File: src/hdl/tqbpp_pkg.sv
`timescale 1ns / 1ps
// ----------------------------------------------------------------------------
// tqbpp_pkg: ticket queue shared definitions
// Command and status codes, item structs, sequencer states and the default queue depth.
// ----------------------------------------------------------------------------
package tqbpp_pkg;

    localparam int QUEUE_DEPTH_DEFAULT = 16;

    typedef enum logic [1:0] {
        CMD_PUSH   = 2'd0,
        CMD_POP    = 2'd1,
        CMD_REPORT = 2'd2
    } t_cmd;

    typedef enum logic [1:0] {
        ST_OK        = 2'd0,
        ST_OVERFLOW  = 2'd1,
        ST_UNDERFLOW = 2'd2
    } t_status;

    typedef struct packed {
        t_cmd       command;
        logic [7:0] count;
    } t_in_item;

    typedef struct packed {
        t_status     status;
        logic [4:0]  occupancy;
        logic [31:0] ticket;
        logic        is_listing;
        logic        last;
    } t_out_item;

    typedef enum logic [2:0] {
        S_IDLE,
        S_PUSH,
        S_DONE,
        S_REP_HDR,
        S_REP_LD
    } t_state;

endpackage

File: src/hdl/tqbpp_ram.sv
`timescale 1ns / 1ps
// ----------------------------------------------------------------------------
// tqbpp_ram: generic single-port-write, single-port-read RAM
// One write and one registered read per cycle.
// ----------------------------------------------------------------------------
module tqbpp_ram #(
    parameter int WIDTH = 32,
    parameter int DEPTH = 16
) (
    input  logic                     i_clk,
    input  logic                     i_wr_en,
    input  logic [$clog2(DEPTH)-1:0] i_wr_addr,
    input  logic [WIDTH-1:0]         i_wr_data,
    input  logic                     i_rd_en,
    input  logic [$clog2(DEPTH)-1:0] i_rd_addr,
    output logic [WIDTH-1:0]         o_rd_data
);

    logic [WIDTH-1:0] r_mem [DEPTH];
    logic [WIDTH-1:0] r_rd_data;

    always_ff @(posedge i_clk) begin
        if (i_wr_en) begin
            r_mem[i_wr_addr] <= i_wr_data;
        end
        if (i_rd_en) begin
            r_rd_data <= r_mem[i_rd_addr];
        end
    end

    assign o_rd_data = r_rd_data;

endmodule

File: src/hdl/ticket_queue_batch_push_pop.sv
`timescale 1ns / 1ps
// ----------------------------------------------------------------------------
// ticket_queue_batch_push_pop: ticket queue with batch push and pop
// Ring buffer of ticket numbers with a 32-bit ticket counter.
// ----------------------------------------------------------------------------
// Usage:
//   Input channel (i_in_valid / o_in_ready / i_in_item) takes one command:
//   push a batch, pop a batch, or report. Output channel (o_out_valid /
//   i_out_ready / o_out_item) returns results; o_out_item.last marks the
//   final result of a command.
//   Push of N: the tickets that fit are written one per cycle (one RAM
//   write each), all dropped tickets are retired at once, then S_DONE
//   posts the result. Pop and the unused code: the item is taken in
//   S_IDLE and S_DONE posts the result. Report: header plus one entry
//   per cycle while the receiver is ready, set by the single RAM read port;
//   the read for the first entry is issued as the header is posted.
//   One command is in work at a time; o_in_ready is high only between
//   commands, and a new command is taken while the previous result still
//   sits in the output register.
//   Reset empties the queue and zeroes the ticket counter; stored tickets
//   are not cleared. A stalled receiver holds the output item, and the
//   sequencer waits in place in the states that post a result.
// ----------------------------------------------------------------------------
module ticket_queue_batch_push_pop
    import tqbpp_pkg::*;
#(
    parameter int QUEUE_DEPTH = QUEUE_DEPTH_DEFAULT
) (
    input  logic      i_clk,
    input  logic      i_rst_n,
    input  logic      i_in_valid,
    output logic      o_in_ready,
    input  t_in_item  i_in_item,
    output logic      o_out_valid,
    input  logic      i_out_ready,
    output t_out_item o_out_item
);

    localparam int AW = $clog2(QUEUE_DEPTH);
    localparam int CW = $clog2(QUEUE_DEPTH + 1);
    localparam int PW = ((CW > 8) ? CW : 8) + 1;

    t_state            r_state, n_state;
    logic [AW-1:0]     r_head, n_head;
    logic [AW-1:0]     r_tail, n_tail;
    logic [CW-1:0]     r_fill, n_fill;
    logic [31:0]       r_ticket, n_ticket;
    logic [7:0]        r_rem, n_rem;
    logic              r_ovf, n_ovf;
    t_status           r_status, n_status;
    logic [AW-1:0]     r_rd_idx, n_rd_idx;
    logic [CW-1:0]     r_left, n_left;
    t_out_item         r_out, n_out;
    logic              r_out_valid, n_out_valid;

    logic              w_slot_free;
    logic              w_full;
    logic [31:0]       w_tick_sum;
    logic [CW+4:0]     w_fill_ext;
    logic [4:0]        w_occ;
    logic [PW-1:0]     w_pop_sum;
    logic [PW-1:0]     w_pop_wrap;
    logic              w_wr_en;
    logic              w_rd_en;
    logic [AW-1:0]     w_rd_addr;
    logic [31:0]       w_rd_data;
    logic              w_accept;

    function automatic logic [AW-1:0] next_idx(input logic [AW-1:0] idx);
        next_idx = (idx == AW'(QUEUE_DEPTH - 1)) ? '0 : idx + 1'b1;
    endfunction

    assign w_slot_free = !r_out_valid || i_out_ready;
    assign w_full      = (r_fill == CW'(QUEUE_DEPTH));
    assign w_tick_sum  = r_ticket + (w_full ? 32'(r_rem) : 32'd1);
    assign w_fill_ext  = {5'b0, r_fill};
    assign w_occ       = w_fill_ext[4:0];
    assign w_pop_sum   = PW'(r_head) + PW'(i_in_item.count);
    assign w_pop_wrap  = (w_pop_sum >= PW'(QUEUE_DEPTH)) ? w_pop_sum - PW'(QUEUE_DEPTH)
                                                           : w_pop_sum;
    assign w_accept    = i_in_valid && o_in_ready;
    assign w_rd_addr   = (r_state == S_REP_HDR) ? r_head : r_rd_idx;

    tqbpp_ram #(
        .WIDTH (32),
        .DEPTH (QUEUE_DEPTH)
    ) u_ram (
        .i_clk     (i_clk),
        .i_wr_en   (w_wr_en),
        .i_wr_addr (r_tail),
        .i_wr_data (w_tick_sum),
        .i_rd_en   (w_rd_en),
        .i_rd_addr (w_rd_addr),
        .o_rd_data (w_rd_data)
    );

    always_ff @(posedge i_clk) begin
        if (!i_rst_n) begin
            r_state     <= S_IDLE;
            r_head      <= '0;
            r_tail      <= '0;
            r_fill      <= '0;
            r_ticket    <= '0;
            r_out_valid <= 1'b0;
        end else begin
            r_state     <= n_state;
            r_head      <= n_head;
            r_tail      <= n_tail;
            r_fill      <= n_fill;
            r_ticket    <= n_ticket;
            r_out_valid <= n_out_valid;
        end
        r_rem    <= n_rem;
        r_ovf    <= n_ovf;
        r_status <= n_status;
        r_rd_idx <= n_rd_idx;
        r_left   <= n_left;
        r_out    <= n_out;
    end

    always_comb begin
        n_state     = r_state;
        n_head      = r_head;
        n_tail      = r_tail;
        n_fill      = r_fill;
        n_ticket    = r_ticket;
        n_rem       = r_rem;
        n_ovf       = r_ovf;
        n_status    = r_status;
        n_rd_idx    = r_rd_idx;
        n_left      = r_left;
        n_out       = r_out;
        n_out_valid = r_out_valid && !i_out_ready;
        w_wr_en     = 1'b0;
        w_rd_en     = 1'b0;
        o_in_ready  = 1'b0;

        unique case (r_state)
            S_IDLE: begin
                o_in_ready = 1'b1;
                if (w_accept) begin
                    case (i_in_item.command)
                        CMD_PUSH: begin
                            n_rem   = i_in_item.count;
                            n_ovf   = 1'b0;
                            n_state = S_PUSH;
                        end
                        CMD_POP: begin
                            if (PW'(i_in_item.count) > PW'(r_fill)) begin
                                n_fill   = '0;
                                n_head   = '0;
                                n_tail   = '0;
                                n_status = ST_UNDERFLOW;
                            end else begin
                                n_head   = w_pop_wrap[AW-1:0];
                                n_fill   = r_fill - CW'(i_in_item.count);
                                n_status = ST_OK;
                            end
                            n_state = S_DONE;
                        end
                        CMD_REPORT: begin
                            n_state = S_REP_HDR;
                        end
                        default: begin
                            n_status = ST_OK;
                            n_state  = S_DONE;
                        end
                    endcase
                end
            end
            S_PUSH: begin
                if (r_rem == 8'd0) begin
                    n_status = r_ovf ? ST_OVERFLOW : ST_OK;
                    n_state  = S_DONE;
                end else if (w_full) begin
                    n_ticket = w_tick_sum;
                    n_rem    = 8'd0;
                    n_ovf    = 1'b1;
                end else begin
                    w_wr_en  = 1'b1;
                    n_ticket = w_tick_sum;
                    n_tail   = next_idx(r_tail);
                    n_fill   = r_fill + 1'b1;
                    n_rem    = r_rem - 8'd1;
                end
            end
            S_DONE: begin
                if (w_slot_free) begin
                    n_out       = '{status: r_status, occupancy: w_occ, ticket: 32'd0,
                                    is_listing: 1'b0, last: 1'b1};
                    n_out_valid = 1'b1;
                    n_state     = S_IDLE;
                end
            end
            S_REP_HDR: begin
                if (w_slot_free) begin
                    n_out       = '{status: ST_OK, occupancy: w_occ, ticket: 32'd0,
                                    is_listing: 1'b0, last: (r_fill == '0)};
                    n_out_valid = 1'b1;
                    if (r_fill == '0) begin
                        n_state = S_IDLE;
                    end else begin
                        w_rd_en  = 1'b1;
                        n_rd_idx = next_idx(r_head);
                        n_left   = r_fill;
                        n_state  = S_REP_LD;
                    end
                end
            end
            S_REP_LD: begin
                if (w_slot_free) begin
                    n_out       = '{status: ST_OK, occupancy: w_occ, ticket: w_rd_data,
                                    is_listing: 1'b1, last: (r_left == CW'(1))};
                    n_out_valid = 1'b1;
                    n_left      = r_left - 1'b1;
                    if (r_left == CW'(1)) begin
                        n_state = S_IDLE;
                    end else begin
                        w_rd_en  = 1'b1;
                        n_rd_idx = next_idx(r_rd_idx);
                    end
                end
            end
            default: begin
                n_state = S_IDLE;
            end
        endcase
    end

    assign o_out_valid = r_out_valid;
    assign o_out_item  = r_out;

endmodule

File: config.mk
export PLATFORM = sky130hd
export DESIGN_NAME = ticket_queue_batch_push_pop
export DESIGN_NICKNAME = d
export VERILOG_FILES = /design/src/hdl/tqbpp_pkg.sv /design/src/hdl/tqbpp_ram.sv /design/src/hdl/ticket_queue_batch_push_pop.sv
export SDC_FILE = /design/constraint.sdc
export NUM_CORES = 1
export LEC_CHECK = 0
export BUFFER_PORTS_ARGS = -buffer_cell sky130_fd_sc_hd__buf_2
export CORE_MARGIN = 4
export CORE_UTILIZATION = 25
export CTS_CLUSTER_SIZE = 28
export DETAILED_ROUTE_END_ITERATION = 16
export SLEW_MARGIN = 20
export SYNTH_ARGS = -nofsm -noshare
export SYNTH_HDL_FRONTEND = slang
export SYNTH_SLANG_ARGS = --single-unit
export TNS_END_PERCENT = 30
File: constraint.sdc
create_clock -name i_clk -period 4.9 [get_ports i_clk]
set_input_delay 0.735 -clock i_clk [delete_from_list [all_inputs] [get_ports i_clk]]
set_output_delay 0.735 -clock i_clk [all_outputs]
set_load 0.01 [all_outputs]
After elaboration in Yosys (flattened, before gate mapping):

Memories as Yosys holds them, arrays and structs flattened. A register that Yosys moved wholly into a read port is not among the register bits.
Index checks and enable logic that the tools add are counted.

* $add $sub $neg: 10
* order comparisons: 2
* equality and inequality tests: 26
* muxes and demuxes: 70
* bitwise logic cells: 1
* reductions and logical operators: 25

Operators with widths (number)
* two-way mux 41 bit: 3
* one-hot mux 41 bit (3 select lines): 1
* two-way mux 4 bit: 15
* two-way mux 5 bit: 8
* two-way mux 8 bit: 5
* adder 32 x 8 -> 32 bit: 1
* != test 2 bit, second input constant: 13
* two-way mux 3 bit: 7
* one-hot mux 5 bit (2 select lines): 2
* two-way mux 1 bit: 17
* one-hot mux 4 bit (2 select lines): 2
* one-hot mux 8 bit (2 select lines): 1
* AND reduction 4 bit: 4
* one-hot mux 3 bit (5 select lines): 1
* AND reduction 5 bit: 3
* adder 4 x 1 -> 4 bit, second input constant: 3
* == test 4 bit, second input constant: 3
* one-hot mux 2 bit (2 select lines): 3
* AND reduction 6 bit: 2
* adder 4 x 8 -> 9 bit: 1
* >= comparator 9 x 5 -> 1 bit, second input constant: 1
* greater-than comparator 8 x 5 -> 1 bit: 1
* zero test 8 bit: 1
* subtractor 8 x 1 -> 8 bit, second input constant: 1
* 27 further kinds: 35

* flip-flop bits (word level): 110
* RAM bits: 512
* bits of input ports: 14
* output and inout bits: 43
* logic and storage cells: 151
* memories: 1

Memory list
* u_ram.r_mem: words 16, width 32, read ports 1, clocked after memory_dff 1, write ports 1, line tqbpp_ram.sv:19 `logic [WIDTH-1:0] r_mem [DEPTH];`

Depth between registers and ports, before layout:

* depth after elaboration: 6
* mapped depth: 14

By module:

From an unflattened synthesis, not the netlist that was laid out.

* cells, all modules: 1488
* area total of the unflattened synthesis: 26317.7 sq um

Modules (own cells, without submodules)
* tqbpp_ram: times used 1, cells an instance 838, area an instance 20174.3 sq um, seq. area each 16335.7 sq um
* ticket_queue_batch_push_pop: times used 1, cells an instance 650, area an instance 6143.4 sq um, seq. area each 2812.7 sq um

Worst setup path before layout:

Ideal clock, no wire load.

* path kind: flip-flop to flip-flop
* start point: reg r_fill[1]
* end point: mem u_ram.r_mem[0][29] (data pin)
* arrival time: 3.449 ns
* data required time: 4.603 ns
* slack: 1.154 ns
* cell stages (with the launch flop): 13
* path buffers: 2
* period minus slack after synthesis: 3.746 ns
* path through: dfxtp_1 > inv_1 > ha_1 > nor4bb_1 > clkbuf_1 > and2_1 > ha_1 > a21o_1 > a21o_1 > clkbuf_1 > o21ai_1 > nor3_1 > xnor2_1

* word-level cells in the longest chain between the ends: 3

Ends and longest elaborated chain
* from (decl): line ticket_queue_batch_push_pop.sv:46 `logic [CW-1:0] r_fill, n_fill;`
* from (signal assigned): line ticket_queue_batch_push_pop.sv:109 `r_fill <= n_fill;`
* == test 5 bit: line ticket_queue_batch_push_pop.sv:74 `assign w_full = (r_fill == CW'(QUEUE_DEPTH));`
* two-way mux 8 bit: line ticket_queue_batch_push_pop.sv:75 `assign w_tick_sum = r_ticket + (w_full ? 32'(r_rem) : 32'd1);`
* adder 32 x 8 -> 32 bit: line ticket_queue_batch_push_pop.sv:75
* via u_ram.i_wr_data[29]: line tqbpp_ram.sv:13 `input logic [WIDTH-1:0] i_wr_data,`
* to (decl): line tqbpp_ram.sv:19

The timed path passes the listed nets, and every way through them passes these cells.

Worst setup path after layout:

* start point: reg r_fill[1]
* end point: mem u_ram.r_mem[12][30] (data pin)

The elaborated chain is that of the path after synthesis.

==> key figures <==
Outcome
  • Status: completed

Cells and area
  • Number of diodes: 0
  • Fillers: ~11000
  • Area growth, synth to finish: 17.4%
  • Final instance area: roughly 32000 um2
  • Area occupied by multi-input gates: approximately 7700 um2
  • Most frequent cells in the layout: edfxtp_1, nand2_1, nand3_1
  • Fin nets: about 2200
  • Commonest non-fill, non-tap cell in the layout: edfxtp_1
  • Non-Filler Instances: 3622
  • Share of cells above drive strength 1: 11.9%
  • Reg area: ~19000 um2

Timing
  • Final Critical Period: between 4 and 5 ns
  • Worst Skew: 0.0247 ns
  • Rel. slew slack: between 20% and 30%
  • Period utilisation layout: between 80% and 90%
  • Setup TNS: 0 ns
  • Count of pins over their slew limit: 0
  • Unrepaired setup endpoints after global routing: false
  • Endpoints failing setup: 0
  • Hold Slack: approximately 0.47 ns
  • Fmax: 0.239 GHz
  • Worst Tran Pin Value: ~1.1 ns
  • Final Hold Viols: 0

Synthesis
  • FFs w/ async S/R, synth: 0%
  • Synthesized cell area: approximately 27000 um2
  • Sequential share of the synthesized area: a little over two thirds
  • Mapped Nets: around 2100
  • Synth Register Bits: 654
  • Post-synth EDFFs: slightly above 600
  • Avg Synthesized Cell Area: between 10 and 15 um2
  • Distinct cells, synth: 67
  • Post-synth top flop: edfxtp_1
  • Post-Syn Instances: roughly 2100
  • Ys Warns: 0

Setup path
  • WP data required: slightly above 5 ns
  • Setup crit start kind: flip-flop
  • Reg2reg path depth: 13
  • Worst path bufs/invs: 3
  • Worst setup path endpoint: u_ram.r_mem[12][30]
  • R2R Path End: u_ram.r_mem[12][30]
  • CP max FO: 17
  • CP Capture Type: flip-flop
  • Crit Reg-Reg Startpoint: r_fill[1]
  • Cell depth of the worst setup path: 13
  • R2R Setup Slk: about 0.72 ns
  • Critical path arrival: 4.41 ns
  • CP top delay family: XOR/XNOR gates
  • CP Launch Point: r_fill[1]
  • CP peak stage delay: 0.85 ns
  • CP Class: reg -> reg
  • CP Cell Sequence: inv_1 > ha_1 > nor4bb_2 > buf_4 > and2_1 > ha_1 > o21ai_0 > a221o_1 > a21oi_2 > buf_12 > and2_1 > nand2_1 > xnor2_1
  • Slowest stage cell, crit path: xnor2_1

Detailed routing
  • DR vias: roughly 17000
  • Post-route ant nets: 0
  • DR pass1 iterations: 5
  • Vias per cell: 4.56
  • Avg WL per Cell: 18.8 um
  • Post-Route WL: just under 70000 um
  • DRT iter0 DRCs: about 1500
  • DRC Markers: 0

Global route
  • Initial antenna violation count: 0
  • First-pass GRT wire length: 102000 um
  • Largest net degree at the start of global routing: about 110
  • GR Overflow Total: 0
  • Total GRT Usage: between 10% and 20%
  • Vias in the first global route: between 15000 and 20000

Pwr
  • Peak VDD IR: 0.212 mV
  • Power per standard cell area: ~380 nW/um2
  • Leakage power: 11.4 nW

Clock tree
  • Total CTS buffers: 67
  • Clk buf depth: 3
  • Post-CTS sizing: 0
  • CTS tree: yes
  • Clock tree sinks: approximately 650
  • H-tree Lvls: 3
  • Worst-skew pair later-pin latency: roughly 0.60 ns
  • Root Buffer: clkbuf_16
  • Clock-pin slew on the worst setup and hold paths: about 0.060 ns
  • CTS hold repair buffers: 0
  • Post-CTS Setup Bufs: 0

Place
  • Detailed Place HPWL: 39000 um
  • Cells after DPL: between 3000 and 4000
  • Placer Congestion: approximately 0.78
  • Port-buffer cells: 56
  • Post-Place Cell Area: 29600 um2

Floorplanning
  • Initial Util: 25.3%
  • Die height: 338 um
  • Cell Rows: 120
  • Die W: between 300 and 400 um
  • Ports: between 50 and 60
  • Die Footprint: 114000 um2
  • Placeable Area: between 100000 and 150000 um2

Worst hold path
  • Min-delay worst type: reg -> reg

Run
  • Max-Cap Viols: 0
-- sequential cells by signal (all words and copies together) (netlist names) --
signal	cells
o_out_valid	1
r_status	2
r_rd_idx	4
r_head	4
r_ovf	1
u_ram.r_mem	512
r_state	3
r_tail	4
r_fill	5
u_ram.o_rd_data	32
r_rem	8
r_ticket	32
o_out_item	41
r_left	5
-- stage by stage --
step	setup slack, ns	utilization, %	power, mW
floorplan	1.15	-	6.80
global placement	0.893	27.6	7.10
detailed placement	0.774	27.6	7.11
CTS	0.761	29.6	12.3
global route	0.544	29.7	12.6
finish	0.719	29.7	12.2
-- power by group --
part           total [mW]  internal, mW  switching [mW]
combinational       0.741         0.231           0.511
sequential           6.23          6.19          0.0421
clock                5.24          3.13            2.12
-- worst min path at each step --
stage                 from           to  slack [ns]  cells past startpoint
3_3_place_gp   r_ticket[0]  r_ticket[0]        0.45                      2
5_1_grt        r_ticket[4]  r_ticket[4]        0.50                      2
2_1_floorplan  r_ticket[0]  r_ticket[0]        0.44                      2
6_report       r_ticket[0]  r_ticket[0]        0.47                      2
3_5_place_dp   r_ticket[0]  r_ticket[0]        0.46                      2
4_1_cts        i_out_ready  o_out_valid        0.45                      3
-- cells by family (layout without fill, tap and decap cells) --
logic type | Yosys count | count (layout) | synth area share [%]
xor+xnor | 62 | 62 | 2.00
simple gates | 906 | 906 | 14.9
flops | 654 | 654 | 70.4
compound gates | 193 | 193 | 5.11
mux | 103 | 103 | 3.80
buf+inv | 145 | 266 | 2.15
fa+ha+maj | 35 | 35 | 1.69
-- synth_stat cells (all sizes together), types with 2 or more instances --
cell / count / area share (%)
a32oi: 32 / 1.0
a21oi: 42 / 0.80
o31ai: 4 / 0.11
fa: 3 / 0.22
o21bai: 3 / 0.083
nor2: 49 / 0.68
edfxtp: 605 / 67
nor3: 15 / 0.32
mux2i: 101 / 3.7
xnor2: 26 / 0.84
o2111ai: 2 / 0.064
dfxtp: 49 / 3.6
and3: 15 / 0.36
or3: 11 / 0.25
nand4b: 3 / 0.097
a311oi: 2 / 0.064
a21o: 9 / 0.25
o21a: 6 / 0.17
inv: 28 / 0.39
mux2: 2 / 0.083
o211ai: 4 / 0.16
nand2: 514 / 7.1
nor4: 3 / 0.092
o21ai: 33 / 0.61
o221ai: 32 / 1.0
and2: 54 / 1.2
nand2b: 3 / 0.078
nand3: 216 / 4.0
a31oi: 10 / 0.29
buf: 33 / 0.60
clkbuf: 82 / 1.1
or4: 4 / 0.11
nor2b: 4 / 0.092
nand3b: 3 / 0.083
o22ai: 3 / 0.069
a211oi: 3 / 0.083
clkinv: 2 / 0.032
nand4: 8 / 0.24
ha: 32 / 1.5
xor2: 36 / 1.2
-- per-layer routing --
layer  vias up  wire, um  global-route usage, %  share of wire (%)
met2       460     33800                   20.2                 50
li1       7792         -                      -                  -
met4         0      1540                   3.70                2.3
met5         -         0                      0                  0
met3       105      3720                   1.86                5.4
met1      8161     29200                   15.2                 43
-- worst min-delay path, delay by kind of cell, from the launching register on --
kind / cells / cell delay, ns
AOI/OAI and AO/OA: 1 / 0.05
DFF: 1 / 0.31
and+or+nand+nor: 1 / 0.05
-- layout make-up --
cell class | count | share of cell area [%]
Sequential cell | 654 | 59.9
Multi-Input combinational cell | 1299 | 24.0
Clock buffer | 87 | 5.75
Tap cell | 1403 | 5.50
Timing Repair Buffer | 118 | 3.24
Clock inverter | 31 | 1.25
Inverter | 30 | 0.356
No activity file was read; power rests on OpenSTA's default activity.
